$ cat src/rtl/eka_pkg.sv
`timescale 1ns / 1ps
// ----------------------------------------------------------------------------
// eka_pkg
// Types and constants shared by the escape key assembler.
// ----------------------------------------------------------------------------
package eka_pkg;

    localparam logic [1:0] REQ_BYTE   = 2'd0;
    localparam logic [1:0] REQ_POLL   = 2'd1;
    localparam logic [1:0] REQ_REPEAT = 2'd2;

    localparam logic [1:0] KIND_PLAIN   = 2'd0;
    localparam logic [1:0] KIND_CLOSED  = 2'd1;
    localparam logic [1:0] KIND_TIMEOUT = 2'd2;
    localparam logic [1:0] KIND_REPEAT  = 2'd3;

    localparam logic [7:0] KEY_ESC   = 8'h1B;
    localparam logic [7:0] KEY_TILDE = 8'h7E;
    localparam logic [7:0] KEY_A     = 8'h41;
    localparam logic [7:0] KEY_B     = 8'h42;
    localparam logic [7:0] KEY_C     = 8'h43;
    localparam logic [7:0] KEY_D     = 8'h44;

    localparam logic [15:0] TIMEOUT_RESET = 16'd10;

    typedef struct packed {
        logic        esc_open;
        logic [31:0] esc_deadline;
        logic [31:0] esc_code;
        logic        rpt_armed;
        logic [31:0] rpt_deadline;
        logic [31:0] rpt_key;
    } t_state;

    typedef struct packed {
        logic [1:0]  req_type;
        logic [7:0]  rx_byte;
        logic [31:0] now;
        logic [30:0] repeat_delay;
        logic [31:0] repeat_code;
    } t_item;

    typedef struct packed {
        logic        emit;
        logic [31:0] key_code;
        logic [1:0]  key_kind;
    } t_result;

    function automatic logic is_closer(input logic [7:0] b);
        return b inside {KEY_TILDE, KEY_A, KEY_B, KEY_C, KEY_D};
    endfunction

endpackage

$ cat src/rtl/eka_step.sv
`timescale 1ns / 1ps
// ----------------------------------------------------------------------------
// eka_step
// Next-state and result logic for one beat of the escape key assembler.
// ----------------------------------------------------------------------------
module eka_step (
    input  eka_pkg::t_state  i_state,
    input  eka_pkg::t_item   i_item,
    input  logic [15:0]      i_timeout,
    output eka_pkg::t_state  o_state,
    output eka_pkg::t_result o_result
);

    logic [31:0] shifted;
    logic        esc_expired;
    logic        rpt_expired;

    assign shifted     = {i_state.esc_code[23:0], i_item.rx_byte};
    assign esc_expired = i_state.esc_open && (i_item.now > i_state.esc_deadline);
    assign rpt_expired = i_state.rpt_armed && (i_item.now > i_state.rpt_deadline);

    always_comb begin
        o_state  = i_state;
        o_result = '0;
        case (i_item.req_type)
            eka_pkg::REQ_BYTE: begin
                if (i_state.esc_open) begin
                    o_state.esc_code = shifted;
                    if (eka_pkg::is_closer(i_item.rx_byte)) begin
                        o_state.esc_open  = 1'b0;
                        o_result.emit     = 1'b1;
                        o_result.key_code = shifted;
                        o_result.key_kind = eka_pkg::KIND_CLOSED;
                    end
                end else if (i_item.rx_byte == eka_pkg::KEY_ESC) begin
                    o_state.esc_open     = 1'b1;
                    o_state.esc_deadline = i_item.now + {16'd0, i_timeout};
                    o_state.esc_code     = {24'd0, i_item.rx_byte};
                end else begin
                    o_result.emit     = 1'b1;
                    o_result.key_code = {24'd0, i_item.rx_byte};
                    o_result.key_kind = eka_pkg::KIND_PLAIN;
                end
            end
            eka_pkg::REQ_POLL: begin
                if (esc_expired) begin
                    o_state.esc_open  = 1'b0;
                    o_result.emit     = 1'b1;
                    o_result.key_code = i_state.esc_code;
                    o_result.key_kind = eka_pkg::KIND_TIMEOUT;
                end else if (rpt_expired) begin
                    o_state.rpt_armed = 1'b0;
                    o_result.emit     = 1'b1;
                    o_result.key_code = i_state.rpt_key;
                    o_result.key_kind = eka_pkg::KIND_REPEAT;
                end
            end
            eka_pkg::REQ_REPEAT: begin
                o_state.rpt_armed    = 1'b1;
                o_state.rpt_deadline = i_item.now + {1'b0, i_item.repeat_delay};
                o_state.rpt_key      = i_item.repeat_code;
            end
            default: begin
                o_state = i_state;
            end
        endcase
    end

endmodule

$ cat src/rtl/escape_key_assembler.sv
`timescale 1ns / 1ps
// ----------------------------------------------------------------------------
// escape_key_assembler
// Turns terminal bytes, idle polls and repeat requests into key codes.
// ----------------------------------------------------------------------------
// One beat is taken every cycle unless the input register stalls. A beat is
// held in an input register, worked in one pass of compare, shift and 32-bit
// add logic against the sequence and repeat state, and any key lands in a
// result register. A held result stalls the input register only once both
// registers are full. The timeout register is written through the
// configuration channel, which is always ready.
module escape_key_assembler (
    input  logic        i_clk,
    input  logic        i_rst_n,
    input  logic        i_in_valid,
    output logic        o_in_stall,
    input  logic [1:0]  i_req_type,
    input  logic [7:0]  i_rx_byte,
    input  logic [31:0] i_now,
    input  logic [30:0] i_repeat_delay,
    input  logic [31:0] i_repeat_code,
    output logic        o_out_valid,
    input  logic        i_out_stall,
    output logic [31:0] o_key_code,
    output logic [1:0]  o_key_kind,
    input  logic        i_cfg_valid,
    output logic        o_cfg_ready,
    input  logic [15:0] i_cfg_data
);

    logic             r_in_valid;
    eka_pkg::t_item   r_item;
    eka_pkg::t_state  r_state;
    eka_pkg::t_state  n_state;
    eka_pkg::t_result n_result;
    logic             r_out_valid;
    logic [31:0]      r_key_code;
    logic [1:0]       r_key_kind;
    logic [15:0]      r_timeout;
    logic             advance;

    assign advance     = r_in_valid && (!r_out_valid || !i_out_stall);
    assign o_in_stall  = r_in_valid && !advance;
    assign o_out_valid = r_out_valid;
    assign o_key_code  = r_key_code;
    assign o_key_kind  = r_key_kind;
    assign o_cfg_ready = 1'b1;

    eka_step u_step (
        .i_state  (r_state),
        .i_item   (r_item),
        .i_timeout(r_timeout),
        .o_state  (n_state),
        .o_result (n_result)
    );

    always_ff @(posedge i_clk) begin
        if (!i_rst_n) begin
            r_timeout <= eka_pkg::TIMEOUT_RESET;
        end else if (i_cfg_valid) begin
            r_timeout <= i_cfg_data;
        end
    end

    // hold the beat until the step logic takes it
    always_ff @(posedge i_clk) begin
        if (!i_rst_n) begin
            r_in_valid <= 1'b0;
        end else if (i_in_valid && !o_in_stall) begin
            r_in_valid <= 1'b1;
        end else if (advance) begin
            r_in_valid <= 1'b0;
        end
    end

    always_ff @(posedge i_clk) begin
        if (i_in_valid && !o_in_stall) begin
            r_item.req_type     <= i_req_type;
            r_item.rx_byte      <= i_rx_byte;
            r_item.now          <= i_now;
            r_item.repeat_delay <= i_repeat_delay;
            r_item.repeat_code  <= i_repeat_code;
        end
    end

    always_ff @(posedge i_clk) begin
        if (!i_rst_n) begin
            r_state <= '0;
        end else if (advance) begin
            r_state <= n_state;
        end
    end

    // advance the result register, drop it once taken
    always_ff @(posedge i_clk) begin
        if (!i_rst_n) begin
            r_out_valid <= 1'b0;
        end else if (advance && n_result.emit) begin
            r_out_valid <= 1'b1;
        end else if (!i_out_stall) begin
            r_out_valid <= 1'b0;
        end
    end

    always_ff @(posedge i_clk) begin
        if (advance && n_result.emit) begin
            r_key_code <= n_result.key_code;
            r_key_kind <= n_result.key_kind;
        end
    end

endmodule
$ cat config.mk
export PLATFORM = sky130hd
export DESIGN_NAME = escape_key_assembler
export DESIGN_NICKNAME = d
export VERILOG_FILES = /design/src/rtl/eka_pkg.sv /design/src/rtl/eka_step.sv /design/src/rtl/escape_key_assembler.sv
export SDC_FILE = /design/constraint.sdc
export NUM_CORES = 1
export LEC_CHECK = 0
export ABC_CLOCK_PERIOD_IN_PS = 6900
export BUFFER_PORTS_ARGS = -buffer_cell sky130_fd_sc_hd__buf_2
export CAP_MARGIN = 10
export CORE_ASPECT_RATIO = 0.7
export CORE_MARGIN = 8
export CORE_UTILIZATION = 50
export DETAILED_ROUTE_END_ITERATION = 10
export GPL_TIMING_DRIVEN = 0
export PLACE_DENSITY = 0.76
export SLEW_MARGIN = 15
export SYNTH_ARGS = -nofsm -noshare
export SYNTH_HDL_FRONTEND = slang
export SYNTH_SLANG_ARGS = --single-unit
$ cat constraint.sdc
create_clock -name i_clk -period 6.9 [get_ports i_clk]
set_input_delay 0.69 -clock i_clk [delete_from_list [all_inputs] [get_ports i_clk]]
set_output_delay 0.69 -clock i_clk [all_outputs]
set_load 0.05 [all_outputs]
# After elaboration in Yosys (flattened, before gate mapping)
# Cells that the tools add are included.
op_classes:
  eq_ne: 12
  add_sub_neg: 2
  reduce_logical: 22
  muxes: 19
  bitwise: 1
  n_lt_le_gt_ge: 2
op_table:
  columns: ["cell", "count"]
  rows:
  - ["35-bit two-way mux", 5]
  - ["35-bit case mux with 2 select lines", 1]
  - ["65-bit two-way mux", 1]
  - ["32-bit > comparator", 2]
  - ["8-bit by 7-bit equality test with 1-bit output (second input constant)", 5]
  - ["32-bit by 16-bit adder with 32-bit output", 1]
  - ["32-bit by 31-bit adder with 32-bit output", 1]
  - ["32-bit two-way mux", 1]
  - ["1-bit two-way mux", 9]
  - ["8-bit by 5-bit equality test with 1-bit output (second input constant)", 1]
  - ["4-bit AND reduction", 2]
  - ["2-bit nonzero test", 4]
  - ["1-bit logical AND", 6]
  - ["2-bit by 1-bit inequality test with 1-bit output (second input constant)", 3]
  - ["3-bit AND reduction", 2]
  - ["5-bit nonzero test", 1]
  - ["1-bit zero test", 4]
  - ["1-bit case mux with 2 select lines", 2]
  - ["2-bit by 1-bit equality test with 1-bit output (second input constant)", 1]
  - ["2-bit equality test (second input constant)", 1]
  - ["2-bit zero test", 1]
  - ["2-bit inequality test (second input constant)", 1]
  - ["2-bit AND reduction", 1]
  - ["1-bit logical OR", 1]
  - ["1-bit NOT", 1]
word_totals:
  register_bits: 287
  out_inout_bits: 37

# Logic depth before layout (Yosys ltp)
# Gate-level depths: netlist of run 1.
depth:
  word_depth: 8
  ltp_mapped: 12

# By module
# From an unflattened synthesis of run 1, not the netlist that was laid out.
unflattened:
  cells_unflattened: 1745
  hier_area_um2: 16641.0
by_module_without_submodules:
  columns: ["module", "seq_area_each_um2", "cells_each", "area_per_inst_um2", "n_inst"]
  rows:
  - ["escape_key_assembler", 7136.8, 766, 10032.1, 1]
  - ["eka_step", 0.0, 979, 6608.8, 1]

# Worst setup path after synthesis of run 1
# Ideal clock, no wire load.
synth_path:
  path_type: "input to register"
  start: "input i_out_stall"
  end: "register r_item[0] (netlist bit) (enable)"
  slack_ns: 0.584
  setup_ns: 0.580
  arrival_ns: 5.736
  required_time_ns: 6.320
  path_stages: 2
  cell_sequence: "and3_1 > nor2b_1"
synth_via:
  elab_chain_len: 7
synth_rtl:
  columns: ["element", "line_no", "rtl"]
  rows:
  - ["start, declared", "escape_key_assembler.sv:23", "input logic i_out_stall,"]
  - ["1-bit zero test", null, null]
  - ["1-bit logical OR", "escape_key_assembler.sv:42", "assign advance = r_in_valid && (!r_out_valid || !i_out_stall);"]
  - ["1-bit logical AND", "escape_key_assembler.sv:42", null]
  - ["1-bit zero test", "escape_key_assembler.sv:43", "assign o_in_stall = r_in_valid && !advance;"]
  - ["1-bit logical AND", "escape_key_assembler.sv:43", null]
  - ["1-bit zero test", "escape_key_assembler.sv:77", "if (i_in_valid && !o_in_stall) begin"]
  - ["1-bit logical AND", "escape_key_assembler.sv:77", null]
  - ["end, declared", "escape_key_assembler.sv:32", "eka_pkg::t_item r_item;"]
# No other way between the ends.
# A chain may end at the register's enable or synchronous reset.

# Worst setup path after layout of run 1
layout_path:
  start: "register r_item[93] (netlist bit)"
  end: "register r_state[129] (netlist bit)"
layout_via:
  elab_chain_len: 4
layout_rtl:
  columns: ["element", "line_no", "rtl"]
  rows:
  - ["32-bit > comparator", "eka_step.sv:19", "assign esc_expired = i_state.esc_open && (i_item.now > i_state.esc_deadline);"]
  - ["1-bit logical AND", "eka_step.sv:19", null]
  - ["2-bit by 1-bit inequality test with 1-bit output (no line)", null, null]
  - ["3-bit AND reduction (no line)", null, null]
  - ["end signal, assigned", "escape_key_assembler.sv:90", "r_state <= n_state;"]
  - ["end, declared", "escape_key_assembler.sv:33", "eka_pkg::t_state r_state;"]
# No other way between the ends.

==> metrics.yaml, run 1 <==
run_status:
  outcome: "completed"
synth:
  postSynth.asyncResetShare_pct: 0
  synth.most_common_cell: "nand2_1"
  synth_cell_type_count: 67
  synth_top_family_by_area: "compound AO/OA/AOI/OAI gates"
  ys_seq_area_share_pct: 49.93
  synth-xor-area-share_pct: 2.022
  synth-main-ff-cell: "dfxtp_1"
  netlist_top_cells_area: "edfxtp_1 (29%), dfxtp_1 (21%), ha_1 (10%), nand2_1 (4.3%), a21oi_1 (4.3%)"
  yosysTopAreaCell: "edfxtp_1"
  postSynthCellCount: 1421
  synthSimpleGateAreaFrac_pct: 13.33
  synth_edf_count: 139
  synthTopCellsByCount: "nand2_1 (163), dfxtp_1 (148), edfxtp_1 (139)"
  syn-num-nets: 1663
  synth.top_cell.area_share_pct: 29.20
  syn_avg_cell_area_um2: 10.06
  synth.area.mux_share_pct: 1.261
  synthAdderAreaFrac_pct: 10.26
  synth_compound_area_share_pct: 19.13
  synth_seq_cells: 287
  synthesis.area_um2: 14290
  ys_warn_count: 0
cts:
  cts_resized: 0
  clk_pin_slew_ps: 70
  cts_tree: "yes"
  cts-root-buf: "clkbuf_16"
  htreeDepth: 1
  clk_path_buf_depth: 3
  cts_made_buffers: 29
  clkLatencyLatePin_ps: 570
  postCtsSetupBuffers: 0
  holdBufCountCts: 0
  cts.sinks: 287
global_route:
  track_usage_pct: 23.56
  grt_max_degree: 33
  grt_pass1_wl_um: 63800
  antenna_found_initial: 0
  grt_pass1_vias: 11540
  gr-total-overflow: 0
timing:
  tns_ps: 0
  drv_slew: 0
  whs_ps: 286.4
  setup_viol_count_final: 0
  period_minus_slack_ps: 3718
  hold_viol_final: 0
  rsz0062_at_grt: "false"
  fmax_mhz: 269.0
  slew_headroom_pct: 38.48
  clock_skew_ps: 20.13
  period_share_pct: 53.88
  worst_slew_pin_slew_ps: 915.7
final_layout:
  fin_area_um2: 16630
  fillers: 2412
  regArea_um2: 7137
  multi_input_area_um2: 6588
  final_net_count: 1859
  drive_gt1_share_pct: 14.09
  syn2layout_area_growth_pct: 16.35
  final_core_util_pct: 59.50
  antenna_cells: 0
detailed_routing:
  drt_iter0_drc: 1361
  avgViaCountPerCell: 5.945
  drcViolationCount: 0
  wl_um: 41560
  dr_total_vias: 11960
  wl_per_cell_um: 20.67
  final_antenna_net_count: 0
  first_pass_iters: 6
die:
  ios: 163
  die_w_um: 218.1
  die_height_um: 157.5
  core_um2: 27950
  dieArea_um2: 34340
  fp-row-count: 51
  initial_core_util_pct: 51.14
worst_setup_path:
  worstSetupPathType: "reg2reg"
  critPathMaxFanout: 10
  required_ps: 7360
  cp.arrival_ps: 4180
  start_kind: "flop"
  cp-end-kind: "flop"
placement:
  io_buffers: 160
  placed_area_um2: 15670
  gp_congestion: 0.9322
  dpl.hpwl_um: 31570
pwr:
  p_int_mw: 2.925
  clkPwrFrac_pct: 40.8
  irDropWorstVdd_uv: 185.9
  p_switching_mw: 0.9932
  p_leak_nw: 6.764
  power_mw: 3.918
  combPwrFrac_pct: 10.8
  pwr_density_cell_nw_per_um2: 235.6
  switching_share_pct: 25.35
  seqPwrFrac_pct: 48.4
min_path:
  hold_path.class: "in2reg"
job:
  max-cap-violations: 0
[path summary, 6_finish.rpt]
kind,startpoint,end,slack (ps),cells past startpoint
worst max-delay path,r_item[93],r_state[129],3180,10
worst min-delay path,i_repeat_delay[22],r_item[54],290,1
worst max register to register,r_item[93],r_state[129],3180,10
worst min register to register,r_state[38],r_state[38],450,2
[worst max-delay path: stages, from the launching register on]
cell      delay [ps]
edfxtp_1         550
ha_1             380
nand3_1           80
or4_1            580
nor2_1           310
o31a_1           280
o21a_1           130
clkbuf_1         340
clkbuf_1         550
o21ai_0          230
o211a_1          170
[logic make-up (layout without fill, tap and decap cells)]
family,Yosys count,count (layout)
compound gates,411,411
xor+xnor,33,33
fa+ha+maj,116,116
buf+inv,150,369
flops,287,287
mux,18,18
other cells,1,1
simple gates,405,405
[layout make-up]
class | instances | area share [%]
Sequential cell | 287 | 42.92
Multi-Input combinational cell | 984 | 39.61
Timing Repair Buffer | 165 | 5.462
Clock buffer | 35 | 4.620
Tap cell | 371 | 2.791
Inverter | 86 | 1.941
Buffer | 64 | 1.527
Clock inverter | 19 | 1.129
[per-stage QoR]
| stage | worst slack, ps | std cells |
|---|---|---|
| floorplan | 584.4 | 1421 |
| global route | 3066 | 2011 |
| CTS | 3255 | 2011 |
| detailed placement | 3269 | 1957 |
| finish | 3182 | 2011 |
| global placement | -1639 | 1952 |
[sequential cells by signal (all words and copies together), names as in the netlist]
signal,flops
r_state,130
r_in_valid,1
o_key_kind,2
o_key_code,32
o_out_valid,1
r_timeout,16
r_item,105
[routing by layer]
metal	up-vias	part of all wire, %	track usage, %
met1	5670	47	35.06
met2	615	40	33.10
li1	5581	-	-
met3	89	11	5.676
met5	-	0	0
met4	0	2.6	7.052
[power groups by stage]
stage	clock network [mW]	registers (mW)	logic [mW]
3_5_place_dp	0	1.93	0.413
3_3_place_gp	0	1.94	0.390
4_1_cts	1.62	1.89	0.417
5_1_grt	1.69	1.90	0.468
6_report	1.60	1.90	0.424
2_1_floorplan	0	1.91	0.279
[layout by cell type (no fill, tap or decap), types with 5 or more instances in the layout]
| cell | Yosys | layout |
|---|---|---|
| a211oi_1 | 16 | 16 |
| a21o_1 | 72 | 72 |
| a21oi_1 | 122 | 122 |
| a22o_1 | 31 | 31 |
| a22oi_1 | 27 | 27 |
| a31oi_1 | 14 | 14 |
| and2_1 | 8 | 8 |
| and3_1 | 17 | 17 |
| buf_1 | 5 | 5 |
| buf_2 | 2 | 162 |
| clkbuf_1 | 55 | 59 |
| clkbuf_16 | 0 | 29 |
| clkinv_1 | 0 | 6 |
| dfxtp_1 | 148 | 148 |
| edfxtp_1 | 139 | 139 |
| ha_1 | 114 | 114 |
| inv_1 | 86 | 86 |
| mux2i_1 | 18 | 18 |
| nand2_1 | 163 | 163 |
| nand2b_1 | 8 | 8 |
| nand3_1 | 33 | 33 |
| nand4_1 | 18 | 18 |
| nand4b_1 | 5 | 5 |
| nor2_1 | 85 | 85 |
| nor2b_1 | 11 | 10 |
| nor3_1 | 13 | 13 |
| nor4_1 | 10 | 10 |
| nor4b_1 | 5 | 5 |
| o211ai_1 | 11 | 11 |
| o21a_1 | 14 | 13 |
| o21ai_0 | 57 | 57 |
| o21bai_1 | 5 | 5 |
| or2_2 | 5 | 5 |
| or3_1 | 13 | 13 |
| xnor2_1 | 25 | 25 |
| xor2_1 | 8 | 8 |
Note: power is estimated with default switching activity, not from simulation.
==> inputs of run 2 (changes only) <==
--- a/config.mk
+++ b/config.mk
@@ -5,7 +5,7 @@
 export SDC_FILE = /design/constraint.sdc
 export NUM_CORES = 1
 export LEC_CHECK = 0
-export ABC_CLOCK_PERIOD_IN_PS = 6900
+export ABC_CLOCK_PERIOD_IN_PS = 3830
 export BUFFER_PORTS_ARGS = -buffer_cell sky130_fd_sc_hd__buf_2
 export CAP_MARGIN = 10
 export CORE_ASPECT_RATIO = 0.7
==> constraint.sdc (replaced) <==
create_clock -name i_clk -period 3.83 [get_ports i_clk]
set_input_delay 0.383 -clock i_clk [delete_from_list [all_inputs] [get_ports i_clk]]
set_output_delay 0.383 -clock i_clk [all_outputs]
set_load 0.05 [all_outputs]
==> metrics.yaml, run 2 (synthesized netlist as in run 1, its figures left out) <==
run_status:
  outcome: "completed"
final_layout:
  fin_area_um2: 17560
  final_net_count: 1951
  largest_register_ffs: 130
  final_core_util_pct: 62.82
  top_register: "r_state"
  syn2layout_area_growth_pct: 22.85
  most-common-layout-cells: "nand2_1 (163), buf_2 (162), dfxtp_1 (148)"
  layout_commonest_cell: "nand2_1"
  drive_gt1_share_pct: 13.40
timing:
  drv_slew: 0
  worst_slew_pin_slew_ps: 1061
  period_minus_slack_ps: 3563
  rsz0062_at_grt: "false"
  setup_viol_count_final: 0
  setup_ws_ps: 266.6
  hold_viol_final: 0
  fmax_mhz: 280.6
  slew_headroom_pct: 28.74
  clock_skew_ps: 33.87
  period_share_pct: 93.04
worst_setup_path:
  worstSetupPathType: "reg2reg"
  path_cells: "ha_1, and3_1, nand3_1, or2_2, a211oi_1, o31a_1, o21a_1, a21o_1, o21a_2, buf_12"
  crit_slowest_cell: "edfxtp_1"
  cpPeakStageDelay_ps: 550
  crit_family: "compound AO/OA/AOI/OAI gates"
  cp.arrival_ps: 3810
  start_kind: "flop"
  required_ps: 4080
  r2r_end: "o_key_code[25]"
  regToRegSetupSlack_ps: 270
  critPathMaxFanout: 25
  cp-end-kind: "flop"
  r2r_cells: 10
  reg2reg_from: "r_item[73]"
  path_buf_inv: 1
pwr:
  p_leak_nw: 7.175
  pwr_density_cell_nw_per_um2: 404.1
  irDropWorstVdd_uv: 293.2
cts:
  clk_pin_slew_ps: 60
  htreeDepth: 1
  cts-root-buf: "clkbuf_16"
  postCtsSetupBuffers: 0
  cts_tree: "yes"
  cts.sinks: 287
  cts_made_buffers: 28
  clk_path_buf_depth: 3
  clkLatencyLatePin_ps: 580
detailed_routing:
  drt_iter0_drc: 1224
  wl_per_cell_um: 20.19
  wl_um: 42460
  drcViolationCount: 0
  final_antenna_net_count: 0
  dr_total_vias: 12220
  avgViaCountPerCell: 5.809
  first_pass_iters: 5
global_route:
  track_usage_pct: 24.16
  grt_max_degree: 28
  grtUsageMet2_pct: 34.25
  grt_most_used_layer: "met1"
  use_met3_pct: 5.197
  gr-total-overflow: 0
  grt_pass1_wl_um: 65230
  antenna_found_initial: 0
  grt_pass1_vias: 11800
  use_met1_pct: 36.13
die:
  fp-row-count: 51
  die_w_um: 218.1
  core_um2: 27950
  initial_core_util_pct: 51.14
  ios: 163
  dieArea_um2: 34340
  die_height_um: 157.5
min_path:
  min-delay-start: "i_repeat_code[25]"
  whs_path_depth: 1
  hold_path_end: "r_item[25]"
  hold_path.class: "in2reg"
placement:
  io_buffers: 160
  gp_congestion: 0.9469
  placed_area_um2: 15680
  dpl.hpwl_um: 31450
  pre_cts_ws_ps: 211.1
job:
  max-cap-violations: 0
## run 2: cell type report
type | instances | area [um^2]
fillers | 2339 | 10390
flip-flops and latches | 287 | 7137
multi-input cells | 984 | 6588
repair buffers | 259 | 1857
clock buffers | 34 | 733.2
well taps | 371 | 464.2
inverters | 86 | 322.8
plain buffers | 63 | 252.7
clock inverters | 18 | 201.4
diodes | 1 | 2.502
## run 2: worst max-delay path by stage
stage	start	to	slack, ps	cells past startpoint
final	r_item[73]	o_key_code[25]	270	10
after global routing	r_item[73]	o_key_code[23]	140	10
after CTS	r_item[73]	o_key_code[23]	150	11
after detailed placement	r_item[73]	o_key_code[8]	210	11
after global placement	r_item[73]	o_key_code[26]	-540	10
after floorplan	r_item[93]	o_key_code[0]	500	9
## run 2: power by group
part	internal [mW]	switching [mW]	total, mW
Clock	1.64	1.20	2.84
Combinational	0.378	0.468	0.846
Sequential	3.32	0.0960	3.41
Total	5.33	1.76	7.10
## run 2: per-stage QoR
stage	TNS (ps)	power [mW]	hold WS [ps]	cells
3_3_place_gp	-18180	4.191	439.5	1952
4_1_cts	0	7.110	0.1830	2095
5_1_grt	0	7.342	0.2939	2102
2_1_floorplan	0	3.944	429.3	1421
6_report	0	7.096	15.97	2103
3_5_place_dp	0	4.223	445.1	1957
## run 2: routing by layer
metal | part of all wire [%] | up-vias | routed length (um)
met4 | 2.6 | 0 | 1119
met1 | 47 | 5871 | 20060
met5 | 0 | - | 0
li1 | - | 5772 | -
met3 | 9.5 | 73 | 4034
met2 | 41 | 501 | 17240
## run 2: timing repair
item                                   4_1_cts  5_1_grt
endpoints found under the hold margin       86        8
hold buffers                                86        8
resized for setup                            0        4
setup endpoints to repair                    0       13
